==> src/rtl/egd_pkg.sv <==
// Shared types and constants for the Exp-Golomb bit decoder.
package egd_pkg;

   // Field widths
   localparam int BYTE_W  = 8;
   localparam int VALUE_W = 32;
   localparam int ZC_W    = 6;   // holds a prefix run of up to 33 zeros
   localparam int IDX_W   = 3;   // bit position within a byte

   // Result status codes
   typedef enum logic [1:0] {
      STATUS_OK     = 2'd0,
      STATUS_PREFIX = 2'd1,
      STATUS_TRUNC  = 2'd2
   } status_type;

   // One queued input item
   typedef struct packed {
      logic [BYTE_W-1:0] data_byte;
      logic              final_byte;
   } item_type;

   // Head of the input queue as seen by the bit engine
   typedef struct packed {
      logic     valid;
      item_type item;
   } head_type;

   // One decoded result
   typedef struct packed {
      logic [VALUE_W-1:0] code_value;
      status_type         status;
   } result_type;

endpackage

==> src/rtl/egd_front.sv <==
// Input side: accepts bytes into a two-entry queue ahead of the bit engine.
module egd_front (
   input  logic              clock,
   input  logic              reset,
   input  logic              req_valid,
   output logic              req_ready,
   input  egd_pkg::item_type req_item,
   output egd_pkg::head_type head,
   input  logic              pop
);

   logic [1:0]        count_ff, count_in;
   logic              wr_ptr_ff, wr_ptr_in;
   logic              rd_ptr_ff, rd_ptr_in;
   egd_pkg::item_type store_ff [2];
   logic              push;

   assign req_ready = (count_ff != 2'd2);
   assign push      = req_valid && req_ready;

   // Queue head towards the engine
   assign head.valid = (count_ff != 2'd0);
   assign head.item  = store_ff[rd_ptr_ff];

   // Pointer and fill bookkeeping
   always_comb begin
      wr_ptr_in = push ? ~wr_ptr_ff : wr_ptr_ff;
      rd_ptr_in = pop  ? ~rd_ptr_ff : rd_ptr_ff;
      case ({push, pop})
         2'b10:   count_in = count_ff + 2'd1;
         2'b01:   count_in = count_ff - 2'd1;
         default: count_in = count_ff;
      endcase
   end

   always_ff @(posedge clock) begin
      if (reset) begin
         count_ff  <= 2'd0;
         wr_ptr_ff <= 1'b0;
         rd_ptr_ff <= 1'b0;
      end else begin
         count_ff  <= count_in;
         wr_ptr_ff <= wr_ptr_in;
         rd_ptr_ff <= rd_ptr_in;
      end
   end

   // Entry storage
   always_ff @(posedge clock) begin
      if (push) begin
         store_ff[wr_ptr_ff] <= req_item;
      end
   end

endmodule

==> src/rtl/egd_back.sv <==
// Bit engine: bytes MSB first, one bit a cycle unless rsp stalls; emits results.
module egd_back #(
   parameter int MAX_ZEROS = 32
) (
   input  logic                        clock,
   input  logic                        reset,
   input  egd_pkg::head_type           head,
   output logic                        pop,
   output logic                        rsp_valid,
   input  logic                        rsp_ready,
   output logic [egd_pkg::VALUE_W-1:0] rsp_code_value,
   output logic [1:0]                  rsp_status,
   output logic                        rsp_run_last
);

   // Decode state
   logic                        in_suffix_ff, in_suffix_in;
   logic [egd_pkg::ZC_W-1:0]    zero_count_ff, zero_count_in;
   logic [egd_pkg::ZC_W-1:0]    suffix_left_ff, suffix_left_in;
   logic [egd_pkg::VALUE_W-1:0] acc_ff, acc_in;
   logic [egd_pkg::IDX_W-1:0]   bit_idx_ff, bit_idx_in;

   // Pending result, held until it is known whether it closes its byte
   logic                        pend_valid_ff, pend_valid_in;
   logic                        pend_final_ff, pend_final_in;
   egd_pkg::result_type         pend_ff, pend_in;

   // Output register
   logic                        out_valid_ff, out_valid_in;
   egd_pkg::result_type         out_ff, out_in;
   logic                        out_last_ff, out_last_in;

   logic                        cur_bit;
   logic                        out_free;
   logic                        step;
   logic                        byte_end;
   logic                        r_valid;
   egd_pkg::result_type         r_res;
   logic [egd_pkg::ZC_W-1:0]    zc_inc;
   logic [egd_pkg::ZC_W-1:0]    sl_dec;
   logic [egd_pkg::VALUE_W-1:0] acc_shift;
   logic                        do_push;
   logic                        push_last;

   assign cur_bit  = head.item.data_byte[bit_idx_ff];
   assign out_free = !out_valid_ff || rsp_ready;
   assign step     = head.valid && out_free;
   assign byte_end = (bit_idx_ff == '0);
   assign pop      = step && byte_end;

   assign zc_inc    = zero_count_ff + egd_pkg::ZC_W'(1);
   assign sl_dec    = suffix_left_ff - egd_pkg::ZC_W'(1);
   assign acc_shift = {acc_ff[egd_pkg::VALUE_W-2:0], cur_bit};

   // One bit of decoding, plus the truncation check at the end of a final byte
   always_comb begin
      in_suffix_in   = in_suffix_ff;
      zero_count_in  = zero_count_ff;
      suffix_left_in = suffix_left_ff;
      acc_in         = acc_ff;
      r_valid        = 1'b0;
      r_res.code_value = '0;
      r_res.status     = egd_pkg::STATUS_OK;

      if (step) begin
         if (!in_suffix_ff) begin
            if (!cur_bit) begin
               if (zc_inc > egd_pkg::ZC_W'(MAX_ZEROS)) begin
                  r_valid       = 1'b1;
                  r_res.status  = egd_pkg::STATUS_PREFIX;
                  zero_count_in = '0;
               end else begin
                  zero_count_in = zc_inc;
               end
            end else if (zero_count_ff == '0) begin
               r_valid = 1'b1;
            end else begin
               in_suffix_in   = 1'b1;
               suffix_left_in = zero_count_ff;
               acc_in         = egd_pkg::VALUE_W'(1);
            end
         end else begin
            acc_in = acc_shift;
            if (sl_dec == '0) begin
               r_valid          = 1'b1;
               r_res.code_value = acc_shift - egd_pkg::VALUE_W'(1);
               in_suffix_in     = 1'b0;
               zero_count_in    = '0;
               suffix_left_in   = '0;
               acc_in           = egd_pkg::VALUE_W'(1);
            end else begin
               suffix_left_in = sl_dec;
            end
         end

         // Data ends mid code: report truncation and start afresh
         if (byte_end && head.item.final_byte) begin
            if (!r_valid && (in_suffix_in || zero_count_in != '0)) begin
               r_valid      = 1'b1;
               r_res.status = egd_pkg::STATUS_TRUNC;
            end
            in_suffix_in   = 1'b0;
            zero_count_in  = '0;
            suffix_left_in = '0;
            acc_in         = egd_pkg::VALUE_W'(1);
         end
      end
   end

   assign bit_idx_in = step ? bit_idx_ff - egd_pkg::IDX_W'(1) : bit_idx_ff;

   // Pending slot: released once a later result or the byte end settles run_last
   assign do_push   = out_free && pend_valid_ff &&
                      (pend_final_ff || (step && (r_valid || byte_end)));
   assign push_last = pend_final_ff || (step && byte_end && !r_valid);

   always_comb begin
      pend_valid_in = pend_valid_ff;
      pend_final_in = pend_final_ff;
      pend_in       = pend_ff;
      if (step && r_valid) begin
         pend_valid_in = 1'b1;
         pend_final_in = byte_end;
         pend_in       = r_res;
      end else if (do_push) begin
         pend_valid_in = 1'b0;
         pend_final_in = 1'b0;
      end
   end

   // Output register
   always_comb begin
      out_valid_in = out_valid_ff;
      out_in       = out_ff;
      out_last_in  = out_last_ff;
      if (do_push) begin
         out_valid_in = 1'b1;
         out_in       = pend_ff;
         out_last_in  = push_last;
      end else if (rsp_ready) begin
         out_valid_in = 1'b0;
      end
   end

   always_ff @(posedge clock) begin
      if (reset) begin
         in_suffix_ff   <= 1'b0;
         zero_count_ff  <= '0;
         suffix_left_ff <= '0;
         acc_ff         <= egd_pkg::VALUE_W'(1);
         bit_idx_ff     <= '1;
         pend_valid_ff  <= 1'b0;
         pend_final_ff  <= 1'b0;
         out_valid_ff   <= 1'b0;
      end else begin
         in_suffix_ff   <= in_suffix_in;
         zero_count_ff  <= zero_count_in;
         suffix_left_ff <= suffix_left_in;
         acc_ff         <= acc_in;
         bit_idx_ff     <= bit_idx_in;
         pend_valid_ff  <= pend_valid_in;
         pend_final_ff  <= pend_final_in;
         out_valid_ff   <= out_valid_in;
      end
   end

   // Result payload
   always_ff @(posedge clock) begin
      pend_ff     <= pend_in;
      out_ff      <= out_in;
      out_last_ff <= out_last_in;
   end

   assign rsp_valid      = out_valid_ff;
   assign rsp_code_value = out_ff.code_value;
   assign rsp_status     = out_ff.status;
   assign rsp_run_last   = out_last_ff;

endmodule

==> src/rtl/exp_golomb_bit_decoder.sv <==
// Top level of the order-0 unsigned Exp-Golomb decoder over a byte stream.
//
//   channel | direction | handshake            | payload
//   req     | in        | req_valid/req_ready  | data_byte[7:0], final_byte
//   rsp     | out       | rsp_valid/rsp_ready  | code_value[31:0], status[1:0], run_last
//
// The bit engine reads one bit a cycle while a byte is queued and rsp can take
// results, so each byte yields 0 to 8 results. A result waits in a pending slot
// until its run_last flag is known, then moves on to the output register.
// The two-entry input queue takes bytes while results wait at rsp, until it is full.
// Reset is synchronous and returns the decoder to the start of a prefix.
module exp_golomb_bit_decoder #(
   parameter int MAX_ZEROS = 32
) (
   input  logic        clock,
   input  logic        reset,
   input  logic        req_valid,
   output logic        req_ready,
   input  logic [7:0]  req_data_byte,
   input  logic        req_final_byte,
   output logic        rsp_valid,
   input  logic        rsp_ready,
   output logic [31:0] rsp_code_value,
   output logic [1:0]  rsp_status,
   output logic        rsp_run_last
);

   egd_pkg::item_type req_item;
   egd_pkg::head_type head;
   logic              pop;

   assign req_item.data_byte  = req_data_byte;
   assign req_item.final_byte = req_final_byte;

   egd_front u_front (
      .clock     (clock),
      .reset     (reset),
      .req_valid (req_valid),
      .req_ready (req_ready),
      .req_item  (req_item),
      .head      (head),
      .pop       (pop)
   );

   egd_back #(
      .MAX_ZEROS (MAX_ZEROS)
   ) u_back (
      .clock          (clock),
      .reset          (reset),
      .head           (head),
      .pop            (pop),
      .rsp_valid      (rsp_valid),
      .rsp_ready      (rsp_ready),
      .rsp_code_value (rsp_code_value),
      .rsp_status     (rsp_status),
      .rsp_run_last   (rsp_run_last)
   );

endmodule

==> config.mk <==
export PLATFORM = sky130hd
export DESIGN_NAME = exp_golomb_bit_decoder
export DESIGN_NICKNAME = d
export VERILOG_FILES = /design/src/rtl/egd_pkg.sv /design/src/rtl/egd_front.sv /design/src/rtl/egd_back.sv /design/src/rtl/exp_golomb_bit_decoder.sv
export SDC_FILE = /design/constraint.sdc
export NUM_CORES = 1
export LEC_CHECK = 0
export BUFFER_PORTS_ARGS = -buffer_cell sky130_fd_sc_hd__buf_2
export CORE_MARGIN = 2
export CORE_UTILIZATION = 34
export CTS_CLUSTER_SIZE = 24
export DETAILED_ROUTE_END_ITERATION = 6
export PLACE_DENSITY_LB_ADDON = 0.2
export SYNTH_ARGS = -nofsm -noshare
export SYNTH_HDL_FRONTEND = slang
export SYNTH_SLANG_ARGS = --single-unit
==> constraint.sdc <==
create_clock -name clock -period 5.7 [get_ports clock]
set_input_delay 0.285 -clock clock [delete_from_list [all_inputs] [get_ports clock]]
set_output_delay 0.285 -clock clock [all_outputs]
set_load 0.03 [all_outputs]
==> impl_metrics.prom, run 1 <==
# TYPE chip_impl_metric gauge
chip_impl_metric{name="timing_max_transition_violations_final",unit=""} 0
chip_impl_metric{name="finalSetupViolations",unit=""} 0
chip_impl_metric{name="clkLatencyLatePin",unit="ns"} 0.42
chip_impl_metric{name="finalCoreUtilization",unit="%"} 40.4
chip_impl_metric{name="hpwl",unit="um"} 7780
chip_impl_info{name="critical_path.slowest_cell",value="sky130_fd_sc_hd__nand2_1"} 1
chip_impl_metric{name="finalClockSkew",unit="ns"} 0.0109
chip_impl_metric{name="placement_rows",unit=""} 49
chip_impl_info{name="timing.critical_path.cells",value="mux4_2 -> o22ai_2 -> o22ai_4 -> inv_2 -> o311ai_0 -> o31ai_1 -> nand2_1 -> buf_4"} 1
chip_impl_metric{name="grt_util_all_layers",unit="%"} 13.5
chip_impl_metric{name="dpl_worst_slack",unit="ns"} 1.98
chip_impl_metric{name="layout.nets",unit=""} 620
chip_impl_metric{name="area_of_the_die",unit="sq um"} 19000
chip_impl_metric{name="worst_hold_slack",unit="ns"} 0.0507
chip_impl_metric{name="average_routed_wire_per_standard_cell",unit="um"} 14.4
chip_impl_metric{name="drive_above_1_share",unit="%"} 16.3
chip_impl_metric{name="wl",unit="um"} 12100
chip_impl_metric{name="ctsHtreeMaxLevel",unit=""} 4
chip_impl_metric{name="worst_pin_slew",unit="ns"} 1.05
chip_impl_metric{name="syn2layout_area_growth",unit="%"} 17.5
chip_impl_metric{name="reg2reg_slack",unit="ns"} 1.95
chip_impl_metric{name="synthesis.yosys.warnings",unit=""} 0
chip_impl_metric{name="grt_max_degree",unit=""} 69
chip_impl_metric{name="clkSinkCount",unit=""} 142
chip_impl_metric{name="ctsLongestPathBuffers",unit=""} 2
chip_impl_metric{name="leakage",unit="nW"} 2.41
chip_impl_info{name="critical_path.reg2reg.endpoint",value="u_back.pend_ff[14]"} 1
chip_impl_info{name="final_cell_mix",value="87 x sky130_fd_sc_hd__edfxtp_1, 57 x sky130_fd_sc_hd__nand2_1, 55 x sky130_fd_sc_hd__dfxtp_1"} 1
chip_impl_metric{name="worst_slack",unit="ns"} 1.95
chip_impl_metric{name="via_count",unit=""} 4283
chip_impl_metric{name="worst_slew_margin_rel",unit="%"} 29.6
chip_impl_info{name="status",value="finished clean"} 1
chip_impl_metric{name="seq_area_frac_synth",unit="%"} 60.8
chip_impl_info{name="critPathKind",value="reg2reg"} 1
chip_impl_metric{name="grt_pass1_wl",unit="um"} 21000
chip_impl_metric{name="synth-edff-count",unit=""} 87
chip_impl_metric{name="finalCritPeriodShare",unit="%"} 65.9
chip_impl_metric{name="initial_utilization",unit="%"} 34.3
chip_impl_metric{name="reg2reg_depth",unit=""} 8
chip_impl_metric{name="final_period_minus_worst_setup_slack",unit="ns"} 3.75
chip_impl_metric{name="final_design_area_no_fill",unit="sq um"} 7180
chip_impl_metric{name="finish.cell_count_without_fillers",unit=""} 841
chip_impl_metric{name="cts_inserted_buffers",unit=""} 17
chip_impl_info{name="rsz0062_at_grt",value="false"} 1
chip_impl_info{name="clock_tree_from_tritoncts",value="done"} 1
chip_impl_metric{name="power_density",unit="nW/um^2"} 366
chip_impl_metric{name="path_clk_slew",unit="ns"} 0.06
chip_impl_metric{name="detailedRoute.firstPassIterationCount",unit=""} 5
chip_impl_metric{name="final-hold-violation-count",unit=""} 0
chip_impl_metric{name="cp.required",unit="ns"} 5.86
chip_impl_metric{name="placedInstanceArea",unit="sq um"} 6570
chip_impl_info{name="yosys_most_used_dff",value="sky130_fd_sc_hd__edfxtp_1"} 1
chip_impl_metric{name="setup_total_negative_slack",unit="ns"} 0
chip_impl_info{name="end_kind",value="flip-flop"} 1
chip_impl_metric{name="mapped_cells",unit=""} 559
chip_impl_metric{name="critPathMaxStageDelay",unit="ns"} 0.69
chip_impl_metric{name="post_route_drc_violation_count",unit=""} 0
chip_impl_metric{name="area_inside_the_core_boundary",unit="sq um"} 17800
chip_impl_metric{name="diodes",unit=""} 0
chip_impl_metric{name="post_cts_buffers",unit=""} 0
chip_impl_metric{name="dr.first_iter.drc_count",unit=""} 394
chip_impl_metric{name="synthesized_area_per_cell",unit="sq um"} 10.9
chip_impl_metric{name="route.antenna.remaining_nets",unit=""} 0
chip_impl_metric{name="number_of_global_route_vias_before_repair",unit=""} 4152
chip_impl_info{name="mostFrequentLayoutCell",value="sky130_fd_sc_hd__edfxtp_1"} 1
chip_impl_info{name="netlist_top_cells_area",value="sky130_fd_sc_hd__edfxtp_1 43%, sky130_fd_sc_hd__dfxtp_1 18%, sky130_fd_sc_hd__o21ai_0 3.5%, sky130_fd_sc_hd__nand2_1 3.5%, sky130_fd_sc_hd__nor2_1 3.2%"} 1
chip_impl_metric{name="crit_path_max_fanout",unit=""} 22
chip_impl_metric{name="grt_antenna_before_repair",unit=""} 0
chip_impl_info{name="hp-start",value="req_data_byte[5]"} 1
chip_impl_metric{name="die_w",unit="um"} 138
chip_impl_metric{name="synth.top_cell.area_share",unit="%"} 42.8
chip_impl_metric{name="post_synth_num_cell_types",unit=""} 58
chip_impl_metric{name="placed_cells",unit=""} 809
chip_impl_metric{name="ys_async_sr_fraction",unit="%"} 0
chip_impl_metric{name="die_height",unit="um"} 138
chip_impl_metric{name="syn-num-nets",unit=""} 580
chip_impl_info{name="hold_end",value="u_front.store_ff[1][6]"} 1
chip_impl_metric{name="critical_path_arrival",unit="ns"} 3.91
chip_impl_metric{name="ir_worst_vdd",unit="uV"} 216
chip_impl_metric{name="max_clock_freq",unit="GHz"} 0.266
chip_impl_metric{name="total_power_consumption_of_the_routed_design",unit="mW"} 2.63
chip_impl_metric{name="max-cap-violations",unit=""} 0
chip_impl_metric{name="route.detailed.vias_per_inst",unit=""} 5.09
chip_impl_info{name="yosysTopAreaCell",value="sky130_fd_sc_hd__edfxtp_1"} 1
chip_impl_metric{name="place.gp.congestion",unit=""} 0.875
chip_impl_metric{name="ios",unit=""} 50
chip_impl_metric{name="post_synthesis_register_bit_count",unit=""} 142
chip_impl_info{name="clockRootBuffer",value="sky130_fd_sc_hd__clkbuf_16"} 1
chip_impl_metric{name="worstHoldPathCells",unit=""} 1
chip_impl_metric{name="io_buffers",unit=""} 49
chip_impl_info{name="hold_class",value="in2reg"} 1
chip_impl_metric{name="overflow",unit=""} 0
chip_impl_metric{name="cts_resized",unit=""} 0
chip_impl_metric{name="cts.hold.buffers_added",unit=""} 0
chip_impl_info{name="kind_of_start_point_of_the_critical_path",value="flip-flop"} 1
chip_impl_metric{name="synthesis.area",unit="sq um"} 6110
-- layer usage --
layer	up-vias	global-route usage (%)	wire length, um	part of all wire [%]
met5	-	0	0	0
met2	110	20.8	5620	46
met1	2036	17.8	5710	47
met3	21	4.09	552	4.6
met4	0	5.53	208	1.7
li1	2116	-	-	-
-- worst max-delay path: cells and delay by family (launching register included) --
family / cells / cell delay, ns
AO/OA/AOI/OAI: 4 / 1.05
AND/OR/NAND/NOR: 1 / 0.69
buffers and inverters: 2 / 0.64
multiplexers: 1 / 0.56
flip-flops: 1 / 0.53
-- how the worst max path moves through the flow --
| stage | to | slack, ns | cells past startpoint |
|---|---|---|---|
| 6_report | u_back.pend_ff[14] | 1.95 | 8 |
| 5_1_grt | u_back.pend_ff[4] | 1.61 | 8 |
| 4_1_cts | u_back.pend_ff[16] | 1.88 | 8 |
| 3_3_place_gp | u_back.pend_ff[6] | 2.12 | 8 |
| 2_1_floorplan | u_back.rsp_code_value[0] | 1.63 | 9 |
| 3_5_place_dp | u_back.pend_ff[6] | 1.98 | 9 |
-- synthesized netlist by cell type (4+ instances only) --
cell and count:
sky130_fd_sc_hd__edfxtp_1 87, sky130_fd_sc_hd__nand2_1 57, sky130_fd_sc_hd__dfxtp_1 55, sky130_fd_sc_hd__nor2_1 52, sky130_fd_sc_hd__o21ai_0 43, sky130_fd_sc_hd__nand3_1 37
sky130_fd_sc_hd__clkbuf_1 30, sky130_fd_sc_hd__a21oi_1 26, sky130_fd_sc_hd__xnor2_1 21, sky130_fd_sc_hd__nor3_1 15, sky130_fd_sc_hd__inv_1 12, sky130_fd_sc_hd__xor2_1 9
sky130_fd_sc_hd__ha_1 8, sky130_fd_sc_hd__nand2b_1 8, sky130_fd_sc_hd__nor4_1 7, sky130_fd_sc_hd__or3_1 7, sky130_fd_sc_hd__or4_1 7, sky130_fd_sc_hd__mux2i_1 5
sky130_fd_sc_hd__a31oi_1 4, sky130_fd_sc_hd__nand4_1 4, sky130_fd_sc_hd__o22ai_1 4, sky130_fd_sc_hd__o31ai_1 4, sky130_fd_sc_hd__o41ai_1 4
-- power breakdown --
group / internal, mW / leakage (nW) / switching [mW]
combinational: 0.0768 / 0.863 / 0.203
clock: 0.711 / 0.286 / 0.418
sequential: 1.19 / 1.26 / 0.0349
-- layout make-up --
| cell class | instances | area [sq um] |
|---|---|---|
| Multi-Input combinational cell | 369 | 2230 |
| Timing Repair Buffer | 55 | 290 |
| Inverter | 14 | 52.6 |
| Clock inverter | 10 | 140 |
| Sequential cell | 142 | 3710 |
| Fill cell | 1716 | 10600 |
| Tap cell | 229 | 287 |
| Clock buffer | 22 | 464 |
-- registers in the layout (all words and copies together), names as in the netlist, 2 cells and up, named ones only --
name	flops
u_back.rsp_code_value	32
u_front.store_ff	18
u_back.rsp_status	2
u_back.bit_idx_ff	3
u_back.pend_ff	34
u_back.zero_count_ff	6
u_back.suffix_left_ff	6
u_front.count_ff	2
u_back.acc_ff	31
-- cell families (layout without fill, tap and decap cells) --
logic type	count (synthesis)	after routing	share of synthesized area, %
and+or+nand+nor	210	210	16.6
DFF	142	142	60.8
AOI/OAI and AO/OA	111	111	11.4
buffers and inverters	48	101	3.13
xor gates and xnor gates	30	30	4.30
muxes	10	10	2.11
adders and majority gates	8	8	1.64
(Power assumes the default switching activity.)
==> run 2: changes to the inputs <==
--- a/config.mk
+++ b/config.mk
@@ -5,6 +5,7 @@
 export SDC_FILE = /design/constraint.sdc
 export NUM_CORES = 1
 export LEC_CHECK = 0
+export ABC_AREA = 1
 export BUFFER_PORTS_ARGS = -buffer_cell sky130_fd_sc_hd__buf_2
 export CORE_MARGIN = 2
 export CORE_UTILIZATION = 34
==> constraint.sdc (replaced) <==
create_clock -name clock -period 3.31 [get_ports clock]
set_input_delay 0.1655 -clock clock [delete_from_list [all_inputs] [get_ports clock]]
set_output_delay 0.1655 -clock clock [all_outputs]
set_load 0.03 [all_outputs]
==> impl_metrics.prom, run 2 <==
# TYPE chip_impl_metric gauge
chip_impl_metric{name="placement_rows",unit=""} 50
chip_impl_metric{name="syn2layout_area_growth",unit="%"} 18.8
chip_impl_metric{name="post_synthesis_register_bit_count",unit=""} 142
chip_impl_metric{name="finalCritPeriodShare",unit="%"} 89.8
chip_impl_metric{name="grt_max_degree",unit=""} 50
chip_impl_info{name="most_common_library_cells_after_synthesis",value="129 x sky130_fd_sc_hd__nand2_1, 87 x sky130_fd_sc_hd__edfxtp_1, 75 x sky130_fd_sc_hd__a21oi_1"} 1
chip_impl_info{name="hold_class",value="in2reg"} 1
chip_impl_metric{name="area_inside_the_core_boundary",unit="sq um"} 18600
chip_impl_info{name="yosys_most_used_dff",value="sky130_fd_sc_hd__edfxtp_1"} 1
chip_impl_metric{name="nFillCells",unit=""} 1814
chip_impl_metric{name="max_clock_freq",unit="GHz"} 0.337
chip_impl_metric{name="finalClockSkew",unit="ns"} 0.00945
chip_impl_metric{name="critical_path_arrival",unit="ns"} 3.12
chip_impl_metric{name="p_int",unit="mW"} 3.20
chip_impl_info{name="yosysTopAreaCell",value="sky130_fd_sc_hd__edfxtp_1"} 1
chip_impl_metric{name="worst_pin_slew",unit="ns"} 0.831
chip_impl_metric{name="dpl_worst_slack",unit="ns"} 0.148
chip_impl_metric{name="io_buffers",unit=""} 49
chip_impl_metric{name="diodes",unit=""} 0
chip_impl_metric{name="place.gp.congestion",unit=""} 0.836
chip_impl_metric{name="dr.first_iter.drc_count",unit=""} 413
chip_impl_info{name="netlist_top_cells_area",value="sky130_fd_sc_hd__edfxtp_1 41%, sky130_fd_sc_hd__dfxtp_1 17%, sky130_fd_sc_hd__nand2_1 7.6%, sky130_fd_sc_hd__a21oi_1 5.9%, sky130_fd_sc_hd__nand3_1 4.2%"} 1
chip_impl_metric{name="ys_async_sr_fraction",unit="%"} 0
chip_impl_metric{name="die_w",unit="um"} 141
chip_impl_metric{name="cp.required",unit="ns"} 3.46
chip_impl_metric{name="average_routed_wire_per_standard_cell",unit="um"} 13.5
chip_impl_info{name="rsz0062_at_grt",value="false"} 1
chip_impl_metric{name="grt_pass1_wl",unit="um"} 22600
chip_impl_metric{name="synthesis.yosys.warnings",unit=""} 0
chip_impl_metric{name="worst_slack",unit="ns"} 0.338
chip_impl_metric{name="netSwitchingPower",unit="mW"} 1.17
chip_impl_info{name="mostFrequentLayoutCell",value="sky130_fd_sc_hd__nand2_1"} 1
chip_impl_metric{name="route.antenna.remaining_nets",unit=""} 0
chip_impl_metric{name="power_switching_share",unit="%"} 26.8
chip_impl_metric{name="seq_area_frac_synth",unit="%"} 58.0
chip_impl_metric{name="post_synth_num_cell_types",unit=""} 45
chip_impl_info{name="clock_tree_from_tritoncts",value="done"} 1
chip_impl_metric{name="clkSinkCount",unit=""} 142
chip_impl_info{name="end_kind",value="flip-flop"} 1
chip_impl_info{name="kind_of_start_point_of_the_critical_path",value="flip-flop"} 1
chip_impl_metric{name="route.detailed.vias_per_inst",unit=""} 4.81
chip_impl_metric{name="leakage",unit="nW"} 2.95
chip_impl_info{name="critPathKind",value="reg2reg"} 1
chip_impl_metric{name="max-cap-violations",unit=""} 0
chip_impl_metric{name="mapped_cells",unit=""} 688
chip_impl_metric{name="power_density",unit="nW/um^2"} 573
chip_impl_metric{name="synth-edff-count",unit=""} 87
chip_impl_metric{name="largest_register_ffs",unit=""} 34
chip_impl_metric{name="path_clk_slew",unit="ns"} 0.06
chip_impl_info{name="final_cell_mix",value="128 x sky130_fd_sc_hd__nand2_1, 87 x sky130_fd_sc_hd__edfxtp_1, 75 x sky130_fd_sc_hd__a21oi_1"} 1
chip_impl_metric{name="drive_above_1_share",unit="%"} 17.3
chip_impl_metric{name="ir_worst_vdd",unit="uV"} 363
chip_impl_metric{name="final_period_minus_worst_setup_slack",unit="ns"} 2.97
chip_impl_metric{name="finalSetupViolations",unit=""} 0
chip_impl_metric{name="number_of_global_route_vias_before_repair",unit=""} 4721
chip_impl_metric{name="ctsHtreeMaxLevel",unit=""} 4
chip_impl_metric{name="syn-num-nets",unit=""} 709
chip_impl_metric{name="worst_slew_margin_rel",unit="%"} 44.4
chip_impl_info{name="clockRootBuffer",value="sky130_fd_sc_hd__clkbuf_16"} 1
chip_impl_metric{name="timing_max_transition_violations_final",unit=""} 0
chip_impl_metric{name="post_route_drc_violation_count",unit=""} 0
chip_impl_metric{name="detailedRoute.firstPassIterationCount",unit=""} 5
chip_impl_metric{name="grt_util_all_layers",unit="%"} 14.1
chip_impl_metric{name="crit_path_max_fanout",unit=""} 10
chip_impl_metric{name="clkLatencyLatePin",unit="ns"} 0.42
chip_impl_metric{name="via_count",unit=""} 4819
chip_impl_metric{name="setup_total_negative_slack",unit="ns"} 0
chip_impl_metric{name="cts_inserted_buffers",unit=""} 17
chip_impl_metric{name="overflow",unit=""} 0
chip_impl_metric{name="wl",unit="um"} 13500
chip_impl_metric{name="ctsLongestPathBuffers",unit=""} 2
chip_impl_info{name="status",value="finished clean"} 1
chip_impl_metric{name="final-hold-violation-count",unit=""} 0
chip_impl_metric{name="area_of_the_die",unit="sq um"} 20000
chip_impl_metric{name="combPwrFrac",unit="%"} 11.8
chip_impl_metric{name="power_frac_seq",unit="%"} 47.2
chip_impl_info{name="largest-register",value="u_back.pend_ff"} 1
chip_impl_metric{name="hpwl",unit="um"} 9200
chip_impl_metric{name="die_height",unit="um"} 141
chip_impl_metric{name="initial_utilization",unit="%"} 34.5
chip_impl_metric{name="ios",unit=""} 50
chip_impl_metric{name="layout.nets",unit=""} 775
chip_impl_metric{name="synthesis.area",unit="sq um"} 6410
chip_impl_metric{name="synth.top_cell.area_share",unit="%"} 40.8
chip_impl_metric{name="synthesized_area_per_cell",unit="sq um"} 9.31
chip_impl_metric{name="grt_antenna_before_repair",unit=""} 0
chip_impl_metric{name="clock_power_share",unit="%"} 41.0
chip_impl_info{name="post-synth-top-count-cell",value="sky130_fd_sc_hd__nand2_1"} 1
[run 2: routing by layer]
layer | part of all wire, % | wire [um] | GRT usage (%) | vias up
li1 | - | - | - | 2462
met5 | 0 | 0 | 0 | -
met4 | 1.4 | 188 | 4.84 | 0
met3 | 3.3 | 444 | 3.51 | 16
met1 | 46 | 6150 | 17.3 | 2252
met2 | 50 | 6730 | 24.4 | 89
[run 2: kinds of logic after synthesis]
family	after synthesis	synth area share [%]
AOI/OAI and AO/OA	125	10.9
xor gates and xnor gates	9	1.23
adders and majority gates	8	1.56
buffers and inverters	104	6.64
DFF	142	58.0
and+or+nand+nor	300	21.7
[run 2: metrics by stage]
step                      cells  cell area (sq um)  power, mW  hold WS [ns]  util [%]
final                      1001               7610       4.36        0.0424      41.0
after global routing       1001               7610       4.57        0.0520      41.0
after CTS                   998               7570       4.40        0.0333      40.8
after detailed placement    957               6930       2.60         0.360      37.3
after global placement      957               6930       2.59         0.354      37.3
after floorplan             688               6410       2.45         0.264         -
[run 2: area by class of cell]
type	instances	area [sq um]	area share (%)
multi-input cells	442	2280	29.9
inverters	78	299	3.93
flip-flops and latches	142	3720	48.9
repair buffers	73	473	6.21
clock buffers	18	429	5.64
clock inverters	14	120	1.58
well taps	234	293	3.85
[run 2: worst paths after layout]
| path | cells after the start | endpoint | slack [ns] | startpoint |
|---|---|---|---|---|
| worst max-delay path | 25 | u_back.pend_ff[28] | 0.34 | flip-flop |
| worst min-delay path | 4 | u_back.rsp_valid | 0.04 | rsp_ready |
| worst max register to register | 25 | u_back.pend_ff[28] | 0.34 | flip-flop |
| worst min register to register | 0 | u_back.rsp_status[1] | 0.42 | u_back.pend_ff[1] |
[run 2: power groups by stage]
stage | clock network [mW] | registers, mW | logic, mW
CTS | 1.83 | 2.06 | 0.516
global placement | 0 | 2.10 | 0.498
global route | 1.92 | 2.07 | 0.578
finish | 1.79 | 2.06 | 0.514
detailed placement | 0 | 2.10 | 0.505
floorplan | 0 | 2.11 | 0.333
[run 2: timing repair]
action	4_1_cts	5_1_grt
buffers inserted	0	3
hold buffers	9	0
resized for setup	0	5
hold endpoints to repair	18	0
endpoints found under the setup margin	0	3
[run 2: critical path, stage by stage, from the launching register on]
cell and delay [ns]:
sky130_fd_sc_hd__dfxtp_4 0.38, sky130_fd_sc_hd__inv_6 0.10, sky130_fd_sc_hd__nand2_1 0.05, sky130_fd_sc_hd__nand3_1 0.06
sky130_fd_sc_hd__nand3_1 0.10, sky130_fd_sc_hd__nand3_2 0.12, sky130_fd_sc_hd__nand2_2 0.07, sky130_fd_sc_hd__clkinv_2 0.08
sky130_fd_sc_hd__ha_1 0.15, sky130_fd_sc_hd__nand2_1 0.09, sky130_fd_sc_hd__nor2_2 0.12, sky130_fd_sc_hd__inv_2 0.05
sky130_fd_sc_hd__nor2_2 0.08, sky130_fd_sc_hd__inv_2 0.06, sky130_fd_sc_hd__nor2_4 0.09, sky130_fd_sc_hd__nand2_2 0.08
sky130_fd_sc_hd__nor2_4 0.14, sky130_fd_sc_hd__nand4_4 0.10, sky130_fd_sc_hd__nor2_2 0.17, sky130_fd_sc_hd__nand2_2 0.09
sky130_fd_sc_hd__nor2_2 0.09, sky130_fd_sc_hd__nand2_2 0.08, sky130_fd_sc_hd__clkinv_1 0.07, sky130_fd_sc_hd__nand2_1 0.07
sky130_fd_sc_hd__o21ai_1 0.12, sky130_fd_sc_hd__a21oi_1 0.07
